### config.mk
export PLATFORM = sky130hd
export DESIGN_NAME = incremental_pid_controller_core
export DESIGN_NICKNAME = d
export VERILOG_FILES = /design/src/hw/rtl/ipid_pkg.sv /design/src/hw/rtl/incremental_pid_controller_core.sv /design/src/hw/rtl/ipid_cfg_regs.sv /design/src/hw/rtl/ipid_step.sv
export VERILOG_INCLUDE_DIRS = /design/src /design/src/hw/rtl
export SDC_FILE = /design/constraint.sdc
export NUM_CORES = 2
export LEC_CHECK = 0
export ABC_AREA = 1
export BUFFER_PORTS_ARGS = -buffer_cell sky130_fd_sc_hd__buf_2
export CAP_MARGIN = 20
export CELL_PAD_IN_SITES_DETAIL_PLACEMENT = 0
export CELL_PAD_IN_SITES_GLOBAL_PLACEMENT = 1
export CORE_ASPECT_RATIO = 1.75
export CORE_MARGIN = 2
export CORE_UTILIZATION = 49
export CTS_CLUSTER_SIZE = 40
export DETAILED_ROUTE_END_ITERATION = 10
export GPL_TIMING_DRIVEN = 0
export PLACE_DENSITY = 0.8
export SLEW_MARGIN = 10
export SYNTH_ARGS = -nofsm -noshare
export SYNTH_HDL_FRONTEND = slang
export SYNTH_SLANG_ARGS = --single-unit
### constraint.sdc
create_clock -name clk -period 13.4 [get_ports clk]
set_clock_uncertainty 0.1 [all_clocks]
set_input_delay 2.68 -clock clk [delete_from_list [all_inputs] [get_ports clk]]
set_output_delay 2.68 -clock clk [all_outputs]
set_load 0.02 [all_outputs]
### src/hw/rtl/incremental_pid_controller_core_macros.svh
// ----------------------------------------------------------------------------
// incremental_pid_controller_core_macros.svh
// Assertion macros shared by the incremental PID controller RTL.
// ----------------------------------------------------------------------------
`ifndef INCREMENTAL_PID_CONTROLLER_CORE_MACROS_SVH
`define INCREMENTAL_PID_CONTROLLER_CORE_MACROS_SVH

// Check a property on every clock edge outside reset.
`define IPID_ASSERT(label, prop, msg) \
  label: assert property (@(posedge clk) disable iff (rst) (prop)) \
    else $error(msg);

// Check a property on every clock edge, reset included.
`define IPID_ASSERT_ALWAYS(label, prop, msg) \
  label: assert property (@(posedge clk) (prop)) else $error(msg);

`endif

### src/hw/rtl/ipid_pkg.sv
// ----------------------------------------------------------------------------
// ipid_pkg
// Types, register codes, reset values and saturation helper for the
// incremental PID controller.
// ----------------------------------------------------------------------------
package ipid_pkg;

  localparam int MeasWidth  = 16;
  localparam int CoefWidth  = 16;
  localparam int ErrWidth   = 17;
  localparam int DriveWidth = 24;
  localparam int ProdWidth  = CoefWidth + ErrWidth;   // Q21.12 product
  localparam int SumWidth   = ProdWidth + 2;          // sum of three products
  localparam int FracShift  = 12;                     // Q23.12 -> Q23.0
  localparam int IncWidth   = SumWidth - FracShift;
  localparam int CfgIdxWidth = 2;
  localparam int OutTdataWidth = 48;

  typedef logic signed [MeasWidth-1:0]  meas_t;
  typedef logic signed [CoefWidth-1:0]  coef_t;
  typedef logic signed [ErrWidth-1:0]   err_t;
  typedef logic signed [DriveWidth-1:0] drive_t;

  // Configuration register indexes
  typedef enum logic [CfgIdxWidth-1:0] {
    REG_SETPOINT   = 2'd0,
    REG_COEF_NOW   = 2'd1,
    REG_COEF_PREV  = 2'd2,
    REG_COEF_PREV2 = 2'd3
  } cfg_reg_e;

  // Register values after reset
  localparam meas_t SetpointReset  = 16'sd2048;
  localparam coef_t CoefNowReset   = 16'sd1065;
  localparam coef_t CoefPrevReset  = 16'sd328;
  localparam coef_t CoefPrev2Reset = 16'sd655;

  // Live configuration handed to the datapath
  typedef struct packed {
    meas_t setpoint;
    coef_t coef_now;
    coef_t coef_prev;
    coef_t coef_prev2;
  } cfg_t;

  localparam drive_t DriveMax = 24'sh7FFFFF;
  localparam drive_t DriveMin = -24'sh800000;

  // Clamp a one-bit-wider sum to the drive range
  function automatic drive_t sat_drive(logic signed [DriveWidth:0] value);
    drive_t res;
    if (value[DriveWidth] != value[DriveWidth-1]) begin
      res = value[DriveWidth] ? DriveMin : DriveMax;
    end else begin
      res = value[DriveWidth-1:0];
    end
    return res;
  endfunction

endpackage

### src/hw/rtl/incremental_pid_controller_core.sv
// ----------------------------------------------------------------------------
// incremental_pid_controller_core
// Velocity-form PID controller: one measurement in, one saturated drive
// and its error out, with setpoint and Q4.12 gains set over a config port.
//
//   Channel  Direction  Payload
//   s_*      in         tdata: measurement[15:0]; tuser: restart
//   m_*      out        tdata: drive[23:0], error_now[40:24], zero pad
//   cfg_*    in         index 0..3, data 16 bits, always ready
//
// One item per clock sustained while the output is not stalled; a result
// passes the input register, then the result register, before it is
// offered on the output.
// The per-item loop is the multiply-accumulate from the state registers
// back into them, with no register in between.
// Reset clears the drive and history and loads the register defaults.
// A stalled output holds the result; the input register keeps taking
// data as long as the result register frees up in the same cycle.
// ----------------------------------------------------------------------------
module incremental_pid_controller_core (
  input  logic                                  clk,
  input  logic                                  rst,
  input  logic                                  s_tvalid,
  output logic                                  s_tready,
  input  logic [ipid_pkg::MeasWidth-1:0]        s_tdata,   // measurement
  input  logic                                  s_tuser,   // restart
  output logic                                  m_tvalid,
  input  logic                                  m_tready,
  output logic [ipid_pkg::OutTdataWidth-1:0]    m_tdata,   // drive, error_now, pad
  input  logic                                  cfg_valid,
  output logic                                  cfg_ready,
  input  logic [ipid_pkg::CfgIdxWidth-1:0]      cfg_index,
  input  logic [ipid_pkg::CoefWidth-1:0]        cfg_data
);
  import ipid_pkg::*;

  `include "incremental_pid_controller_core_macros.svh"

  cfg_t   cfg;
  logic   in_valid;
  meas_t  in_meas;
  logic   in_restart;
  logic   out_free;
  logic   step_en;
  drive_t drive_next;
  err_t   err_now;
  drive_t out_drive;
  err_t   out_err;

  assign cfg_ready = 1'b1;

  ipid_cfg_regs u_cfg (
    .clk       (clk),
    .rst       (rst),
    .cfg_valid (cfg_valid),
    .cfg_index (cfg_index),
    .cfg_data  (cfg_data),
    .cfg       (cfg)
  );

  // Pipeline flow control
  assign out_free = !m_tvalid || m_tready;
  assign step_en  = in_valid && out_free;
  assign s_tready = !in_valid || out_free;

  // Input register
  always_ff @(posedge clk) begin
    if (rst) begin
      in_valid <= 1'b0;
    end else if (s_tready) begin
      in_valid <= s_tvalid;
    end
  end

  always_ff @(posedge clk) begin
    if (s_tvalid && s_tready) begin
      in_meas    <= s_tdata;
      in_restart <= s_tuser;
    end
  end

  ipid_step u_step (
    .clk        (clk),
    .rst        (rst),
    .step_en    (step_en),
    .meas       (in_meas),
    .restart    (in_restart),
    .cfg        (cfg),
    .drive_next (drive_next),
    .err_now    (err_now)
  );

  // Result register
  always_ff @(posedge clk) begin
    if (rst) begin
      m_tvalid <= 1'b0;
    end else if (out_free) begin
      m_tvalid <= in_valid;
    end
  end

  always_ff @(posedge clk) begin
    if (step_en) begin
      out_drive <= drive_next;
      out_err   <= err_now;
    end
  end

  assign m_tdata = {{(OutTdataWidth - DriveWidth - ErrWidth){1'b0}}, out_err, out_drive};

  `IPID_ASSERT(a_step_to_out, step_en |=> m_tvalid, "processed item did not reach the output")
  `IPID_ASSERT(a_stall_holds_in, in_valid && !out_free |=> in_valid && $stable(in_meas), "input register lost a waiting item")
  `IPID_ASSERT_ALWAYS(a_reset_empty, rst |=> !m_tvalid && !in_valid, "pipeline not empty after reset")

endmodule

### src/hw/rtl/ipid_cfg_regs.sv
// ----------------------------------------------------------------------------
// ipid_cfg_regs
// Setpoint and coefficient registers, written through the config channel.
// ----------------------------------------------------------------------------
module ipid_cfg_regs (
  input  logic                              clk,
  input  logic                              rst,
  input  logic                              cfg_valid,
  input  logic [ipid_pkg::CfgIdxWidth-1:0]  cfg_index,
  input  logic [ipid_pkg::CoefWidth-1:0]    cfg_data,
  output ipid_pkg::cfg_t                    cfg
);
  import ipid_pkg::*;

  // Load the addressed register on each transfer
  always_ff @(posedge clk) begin
    if (rst) begin
      cfg.setpoint   <= SetpointReset;
      cfg.coef_now   <= CoefNowReset;
      cfg.coef_prev  <= CoefPrevReset;
      cfg.coef_prev2 <= CoefPrev2Reset;
    end else if (cfg_valid) begin
      unique case (cfg_reg_e'(cfg_index))
        REG_SETPOINT:   cfg.setpoint   <= cfg_data;
        REG_COEF_NOW:   cfg.coef_now   <= cfg_data;
        REG_COEF_PREV:  cfg.coef_prev  <= cfg_data;
        REG_COEF_PREV2: cfg.coef_prev2 <= cfg_data;
        default: ;
      endcase
    end
  end

endmodule

### src/hw/rtl/ipid_step.sv
// ----------------------------------------------------------------------------
// ipid_step
// Control law datapath: error, three products, rounding, saturating
// accumulate, plus the drive and error history registers.
// ----------------------------------------------------------------------------
module ipid_step (
  input  logic                  clk,
  input  logic                  rst,
  input  logic                  step_en,
  input  ipid_pkg::meas_t       meas,
  input  logic                  restart,
  input  ipid_pkg::cfg_t        cfg,
  output ipid_pkg::drive_t      drive_next,
  output ipid_pkg::err_t        err_now
);
  import ipid_pkg::*;

  `include "incremental_pid_controller_core_macros.svh"

  drive_t drive_acc;
  err_t   err_last;
  err_t   err_prev2;

  drive_t                       drive_eff;
  err_t                         err_last_eff;
  err_t                         err_prev2_eff;
  logic signed [ProdWidth-1:0]  prod_now;
  logic signed [ProdWidth-1:0]  prod_prev;
  logic signed [ProdWidth-1:0]  prod_prev2;
  logic signed [SumWidth-1:0]   prod_sum;
  logic signed [SumWidth-1:0]   prod_rnd;
  logic signed [IncWidth-1:0]   incr;
  logic signed [DriveWidth:0]   drive_sum;

  // Restart drops the history before this step
  assign drive_eff     = restart ? '0 : drive_acc;
  assign err_last_eff  = restart ? '0 : err_last;
  assign err_prev2_eff = restart ? '0 : err_prev2;

  // Error fits 17 bits without clipping
  assign err_now = ErrWidth'(cfg.setpoint) - ErrWidth'(meas);

  // Three parallel products and their sum
  assign prod_now   = ProdWidth'(cfg.coef_now)   * ProdWidth'(err_now);
  assign prod_prev  = ProdWidth'(cfg.coef_prev)  * ProdWidth'(err_last_eff);
  assign prod_prev2 = ProdWidth'(cfg.coef_prev2) * ProdWidth'(err_prev2_eff);
  assign prod_sum   = SumWidth'(prod_now) + SumWidth'(prod_prev) + SumWidth'(prod_prev2);

  // Round to nearest, ties up, then floor shift down to Q23.0
  assign prod_rnd = prod_sum + SumWidth'(1 << (FracShift - 1));
  assign incr     = prod_rnd[SumWidth-1:FracShift];

  // Accumulate and clamp
  assign drive_sum  = (DriveWidth+1)'(drive_eff) + (DriveWidth+1)'(incr);
  assign drive_next = sat_drive(drive_sum);

  // Advance the state once per processed item
  always_ff @(posedge clk) begin
    if (rst) begin
      drive_acc <= '0;
      err_last  <= '0;
      err_prev2 <= '0;
    end else if (step_en) begin
      drive_acc <= drive_next;
      err_last  <= err_now;
      err_prev2 <= err_last_eff;
    end
  end

  `IPID_ASSERT(a_state_hold, !step_en |=> $stable(drive_acc) && $stable(err_last) && $stable(err_prev2), "state changed without a step")
  `IPID_ASSERT(a_hist_shift, step_en |=> err_last == $past(err_now), "error history did not shift")
  `IPID_ASSERT(a_restart_clear, step_en && restart |=> err_prev2 == '0, "restart left old history")

endmodule
; After elaboration in Yosys (flattened, before gate mapping)
; Cells that the tools add are included.
; Widths: inputs -> output; s select.
[word_totals]
reg_bits = 182
in_bits = 40
out_inout_bits = 51
elab_cells = 41
[op_classes]
n_addsub = 5
mul = 3
n_eq_ne = 4
mux = 5
n_reduce_logical = 11
[ops]
columns = cell, count
row1 = $mul 16x17->33, 3
row2 = $mux 24, 3
row3 = $add 34x33->35, 1
row4 = $add 35x13->35 const B, 1
row5 = $add 33x33->34, 1
row6 = $mux 17, 2
row7 = $add 24x23->25, 1
row8 = $sub 16x16->17, 1
row9 = $reduce_and 2->1, 4
row10 = $eq 2x2->1 const B, 2
row11 = $eq 2x1->1 const B, 1
row12 = $logic_and 1x1->1, 2
row13 = $logic_not 1->1, 2
row14 = $logic_not 2->1, 1
row15 = $logic_or 1x1->1, 2
row16 = $ne 1x1->1, 1

; Longest topological paths before layout
[depth]
depth_word = 8
mapped_depth = 60
mapped_depth_nobuf = 58

; Hierarchy
; Synthesis repeated with hierarchy kept, for this count alone.
[hier_totals]
hier_cells = 5041
area_unflattened_um2 = 41569.9
[by_module_without_submodules]
columns = mod, instances, cells_per_inst, area_per_inst_um2
row1 = ipid_step, 1, 4573, 37071.8
row2 = ipid_cfg_regs, 1, 388, 2597.5
row3 = incremental_pid_controller_core, 1, 80, 1900.6

; Worst setup path after synthesis
; No wires, ideal clock.
[synth_timing]
path_type = register -> register
from = reg in_meas[0]
to = reg out_drive[0] (data pin)
setup_time_ns = 0.256
arrival_ns = 9.558
required_ns = 13.044
setup_slack_ns = 3.486
path_stages_with_launch = 51
period_less_slack_ns = 9.914
path_cell_list = edfxtp_1 > ha_1 > fa_1 > inv_1 > nand3_1 > nand2_1 > nand2_1 > nand2_1 > nand3_1 > nand3_1 > nand2_1 > nor2_1 > inv_1 > fa_1 > inv_1 > fa_1 > inv_1 > fa_1 > [... 15 more ...] > nor3_1 > nand2_1 > nand2_1 > inv_1 > nand2_1 > nand2_1 > ha_1 > nand2_1 > inv_1 > nand2_1 > nand2_1 > a21oi_1 > nand3_2 > nand2_1 > nand2_2 > nand3_4 > buf_2 > nand2_1
[synth_via]
elab_chain_len = 8
elab_cells_between_ends = 9
classes_between = add/sub: 5 / mul: 1 / eq/ne: 1 / mux: 2
[synth_lines]
columns = element, line
row1 = start: declaration, incremental_pid_controller_core.sv:41  ; meas_t in_meas;
row2 = start signal: assignment, incremental_pid_controller_core.sv:77  ; in_meas <= s_tdata;
row3 = $sub 16x16->17 *, ipid_step.sv:41  ; assign err_now = ErrWidth'(cfg.setpoint) - ErrWidth'(meas);
row4 = $mul 16x17->33 *, ipid_step.sv:44  ; assign prod_now = ProdWidth'(cfg.coef_now) * ProdWidth'(err_now);
row5 = $add 33x33->34 *, ipid_step.sv:47  ; assign prod_sum = SumWidth'(prod_now) + SumWidth'(prod_prev) + SumWidth'(prod_prev2);
row6 = $add 34x33->35 *, ipid_step.sv:47
row7 = $add 35x13->35 *, ipid_step.sv:50  ; assign prod_rnd = prod_sum + SumWidth'(1 << (FracShift - 1));
row8 = $add 24x23->25 *, ipid_step.sv:54  ; assign drive_sum = (DriveWidth+1)'(drive_eff) + (DriveWidth+1)'(incr);
row9 = $mux 24 / $ne 1x1->1 (equally long branches), "ipid_pkg.sv:53, ipid_pkg.sv:52"
row10 = $mux 24 *, ipid_pkg.sv:52  ; if (value[DriveWidth] != value[DriveWidth-1]) begin
row11 = via drive_next[0], incremental_pid_controller_core.sv:45  ; drive_t drive_next;
row12 = end signal: assignment, incremental_pid_controller_core.sv:104  ; out_drive <= drive_next;
row13 = end: declaration, incremental_pid_controller_core.sv:47  ; drive_t out_drive;
; Mark *: on every way through the listed nets, which the timed path passes. The rest lies on a longest branch.
; A chain may end at the register's enable or synchronous reset.

; Final worst setup path
[layout_timing]
from = reg in_meas[0]
to = reg out_drive[18] (data pin)
[layout_via]
elab_chain_len = 8
elab_cells_between_ends = 9
classes_between = add/sub: 5 / mul: 1 / eq/ne: 1 / mux: 2
[layout_lines]
columns = element, line
row1 = $sub 16x16->17 *, ipid_step.sv:41
row2 = via err_now[16], incremental_pid_controller_core.sv:46  ; err_t err_now;
row3 = $mul 16x17->33 *, ipid_step.sv:44
row4 = $add 33x33->34 *, ipid_step.sv:47
row5 = $add 34x33->35 *, ipid_step.sv:47
row6 = $add 35x13->35 *, ipid_step.sv:50
row7 = $add 24x23->25 *, ipid_step.sv:54
row8 = $mux 24 / $ne 1x1->1 (equally long branches), "ipid_pkg.sv:53, ipid_pkg.sv:52"
row9 = $mux 24 *, ipid_pkg.sv:52
row10 = via drive_next[18], incremental_pid_controller_core.sv:45
; Marked as above.

==> reports/results.tsv <==
stage	metric	value	unit
sta	Sum Neg Setup Slack	0	ns
sta	achievable clock frequency	0.0785	GHz
placed_design	Port Buffer Count	81	
sta	worst hold-check slack	0.371	ns
floorplanning	IO Count	91	
sta	count of final max-slew check failures	0	
critical_path	cell at the slowest stage of the critical path	sky130_fd_sc_hd__nor4_2	
route	final wirelength	147000	um
logic_synthesis	asr flop ratio synth	0	%
clock_tree	clk slew on worst S/H paths	0.08	ns
global_route	maximum number of pins on one net before global-route repair	42	
job	max_cap viols	0	
critical_path	largest stage delay on the critical path	0.84	ns
floorplanning	number of placement rows	140	
logic_synthesis	Synth Register Bits	182	
floorplanning	die footprint	86400	um^2
critical_path	largest fanout on the critical path	10	
sta	unrepaired setup endpoints after global routing	false	
route	DRT Pass-1 Iters	6	
logic_synthesis	average footprint of a synthesized cell	8.40	um^2
logic_synthesis	yosys warns	0	
route	via density per instance	5.23	
logic_synthesis	top area cells in the synthesized netlist	sky130_fd_sc_hd__fa_1 (48%), sky130_fd_sc_hd__inv_1 (13%), sky130_fd_sc_hd__nand2_1 (8.1%)	
clock_tree	quantity of hold-fixing buffers added after cts	0	
final_layout	Final Net Count	6271	
logic_synthesis	Most used DFF post-synth	sky130_fd_sc_hd__dfxtp_1	
sta	final-report setup violation count	0	
logic_synthesis	post-synthesis cell area	41100	um^2
route	total via count after detailed routing	31900	
route	DRC violations left	0	
route	detailed router's first-iteration violation count	1638	
sta	final critical-path share of the clock period	95.0	%
logic_synthesis	number of distinct library cells after synthesis	50	
placed_design	HPWL reported at the end of detailed placement	132000	um
final_layout	P&R area growth vs syn	5.91	%
min_path	worst min path class	reg -> reg	
logic_synthesis	portion of the post-synthesis area used by sequential elements	10.3	%
logic_synthesis	EDFF count, synth	58	
critical_path	cell repeated most along the worst path	sky130_fd_sc_hd__inv_1	
sta	Fin. Hold Viols	0	
sta	Worst-Margin Slew	1.16	ns
critical_path	Arrival @ worst endpoint	12.88	ns
route	antenna viol nets, final	0	
logic_synthesis	post-synth top area share	47.7	%
floorplanning	vertical die dimension	387	um
global_route	total congestion overflow after global routing	0	
placed_design	gp weighted congestion	1.02	
clock_tree	clock tree from TritonCTS	done	
clock_tree	number of levels in the clock H-tree	4	
clock_tree	Skew-Pair Late Insertion Delay	0.53	ns
final_layout	combined flip-flop and latch cell area	4220	um^2
critical_path	critical path class	reg -> reg	
final_layout	final cell count without fillers	6093	
sta	headroom to the max-slew limit	21.5	%
floorplanning	floorplan die width	223	um
final_layout	share of layout cells above drive strength 1	4.06	%
clock_tree	number of clock buffers inserted by TritonCTS	17	
final_layout	number of inserted filler cells in the final layout	8192	
placed_design	placed cells	6059	
outcome	run status	finished, final reports clean	
critical_path	required arrival time at the worst endpoint	13.55	ns
global_route	vias in the first global route	36000	
critical_path	crit path capture type	flip-flop	
clock_tree	Clock Sinks	182	
clock_tree	setup repair bufs after CTS	0	
clock_tree	clock root buffer	sky130_fd_sc_hd__clkbuf_16	
clock_tree	Clock Path Buffers	2	
logic_synthesis	synthesized instance count	4899	
global_route	first-pass GRT wire length	220000	um
floorplanning	initial core utilization	49.4	%
route	average detailed-routed wire length per instance	24.2	um
global_route	overall routing resource usage	35.8	%
floorplanning	standard cell core area	83200	um^2
global_route	number of antenna violations at the first check in global routing	3	
final_layout	combined area of the multi-input logic cells	30800	um^2
logic_synthesis	library cell with the largest summed area after synthesis	sky130_fd_sc_hd__fa_1	
critical_path	CP startpoint kind	flip-flop	
sta	post-layout min period	12.73	ns
==> final cells by class <==
cell class / instances / share of cell area [%]
well taps: 1065 / 3.06
inverters: 1464 / 12.6
diodes: 2 / 0.0115
repair buffers: 89 / 1.19
multi-input cells: 3098 / 70.6
clock inverters: 11 / 0.213
clock buffers: 21 / 1.01
plain buffers: 161 / 1.60
flip-flops and latches: 182 / 9.70
==> synth_stat cells, types with 4 or more instances <==
cell,count
sky130_fd_sc_hd__a21o_1,6
sky130_fd_sc_hd__a21oi_1,173
sky130_fd_sc_hd__a31oi_1,6
sky130_fd_sc_hd__buf_1,8
sky130_fd_sc_hd__buf_2,13
sky130_fd_sc_hd__buf_4,8
sky130_fd_sc_hd__clkbuf_1,127
sky130_fd_sc_hd__clkinv_1,12
sky130_fd_sc_hd__dfxtp_1,124
sky130_fd_sc_hd__edfxtp_1,58
sky130_fd_sc_hd__fa_1,980
sky130_fd_sc_hd__ha_1,238
sky130_fd_sc_hd__inv_1,1449
sky130_fd_sc_hd__nand2_1,893
sky130_fd_sc_hd__nand2_2,35
sky130_fd_sc_hd__nand3_1,75
sky130_fd_sc_hd__nand4_1,18
sky130_fd_sc_hd__nor2_1,437
sky130_fd_sc_hd__nor2_2,4
sky130_fd_sc_hd__nor3_1,14
sky130_fd_sc_hd__o211ai_1,7
sky130_fd_sc_hd__o21ai_0,115
sky130_fd_sc_hd__o21ai_1,5
sky130_fd_sc_hd__o21bai_1,6
sky130_fd_sc_hd__xnor2_1,16
sky130_fd_sc_hd__xor2_1,34
==> logic make-up (layout without fill, tap and decap cells) <==
group,count (synthesis),in the layout,synth area share [%]
AND/OR/NAND/NOR,1496,1496,14.5
adder cells (fa/ha/maj),1218,1218,54.9
AO/OA/AOI/OAI,326,326,4.16
flip-flops,182,182,10.3
other,2,10,0.0183
buffers and inverters,1625,1746,15.0
XOR/XNOR,50,50,1.06
==> repair_timing <==
action | 4_1_cts | 5_1_grt
setup endpoints to repair | 0 | 4
resized for setup | 0 | 1
endpoints found under the hold margin | 0 | 0
==> worst max-delay path, delay by kind of cell, from the launching register on <==
family | cells | cell delay, ns
adders and majority gates | 13 | 6.01
xor gates and xnor gates | 1 | 0.16
and+or+nand+nor | 20 | 4.16
buffers and inverters | 13 | 1.43
AOI/OAI and AO/OA | 1 | 0.14
DFF | 1 | 0.40
==> metal layers <==
| layer | global-route usage (%) | share of wire, % | vias up |
|---|---|---|---|
| met1 | 34.5 | 31 | 16200 |
| li1 | - | - | 14200 |
| met2 | 65.6 | 52 | 1059 |
| met5 | 0 | 0.0054 | - |
| met4 | 32.5 | 12 | 2 |
| met3 | 4.89 | 4.7 | 500 |
==> through the flow <==
| step | util (%) | setup slack (ns) | cell area (um^2) |
|---|---|---|---|
| final | 52.4 | 0.668 | 43600 |
| after detailed placement | 51.7 | 0.575 | 43000 |
| after floorplan | - | 3.49 | 41200 |
| after CTS | 52.4 | 0.542 | 43600 |
| after global routing | 52.4 | 0.0101 | 43600 |
| after global placement | 51.6 | 0.429 | 42900 |
==> registers in the layout (all words and copies together), names as in the netlist, 16 cells and up <==
name,cells
u_cfg.cfg,64
out_err,17
out_drive,24
in_meas,16
u_step.err_last,17
u_step.drive_acc,24
u_step.err_prev2,17
==> placed cells by master, fill, tap and decap left out, types with 14 or more instances in the layout <==
cell type and n:
sky130_fd_sc_hd__clkbuf_16 17, sky130_fd_sc_hd__nand3_1 75, sky130_fd_sc_hd__nand2_2 35, sky130_fd_sc_hd__buf_2 94, sky130_fd_sc_hd__o21ai_0 115, sky130_fd_sc_hd__nor3_1 14
sky130_fd_sc_hd__clkbuf_1 130, sky130_fd_sc_hd__fa_1 980, sky130_fd_sc_hd__xor2_1 34, sky130_fd_sc_hd__ha_1 238, sky130_fd_sc_hd__dfxtp_1 124, sky130_fd_sc_hd__a21oi_1 173
sky130_fd_sc_hd__nand2_1 893, sky130_fd_sc_hd__inv_1 1449, sky130_fd_sc_hd__xnor2_1 16, sky130_fd_sc_hd__nand4_1 18, sky130_fd_sc_hd__nor2_1 433, sky130_fd_sc_hd__edfxtp_1 58
==> final timing paths <==
kind | start | end | cells after the start | slack (ns)
setup / recovery | in_meas[0] | out_drive[18] | 48 | 0.67
hold / removal | u_cfg.cfg[48] | u_cfg.cfg[48] | 2 | 0.37
setup reg to reg | in_meas[0] | out_drive[18] | 48 | 0.67
hold reg to reg | u_cfg.cfg[48] | u_cfg.cfg[48] | 2 | 0.37
Power is not shown: default switching activity piles up to over one toggle a cycle in this logic, so the estimate is an artifact.
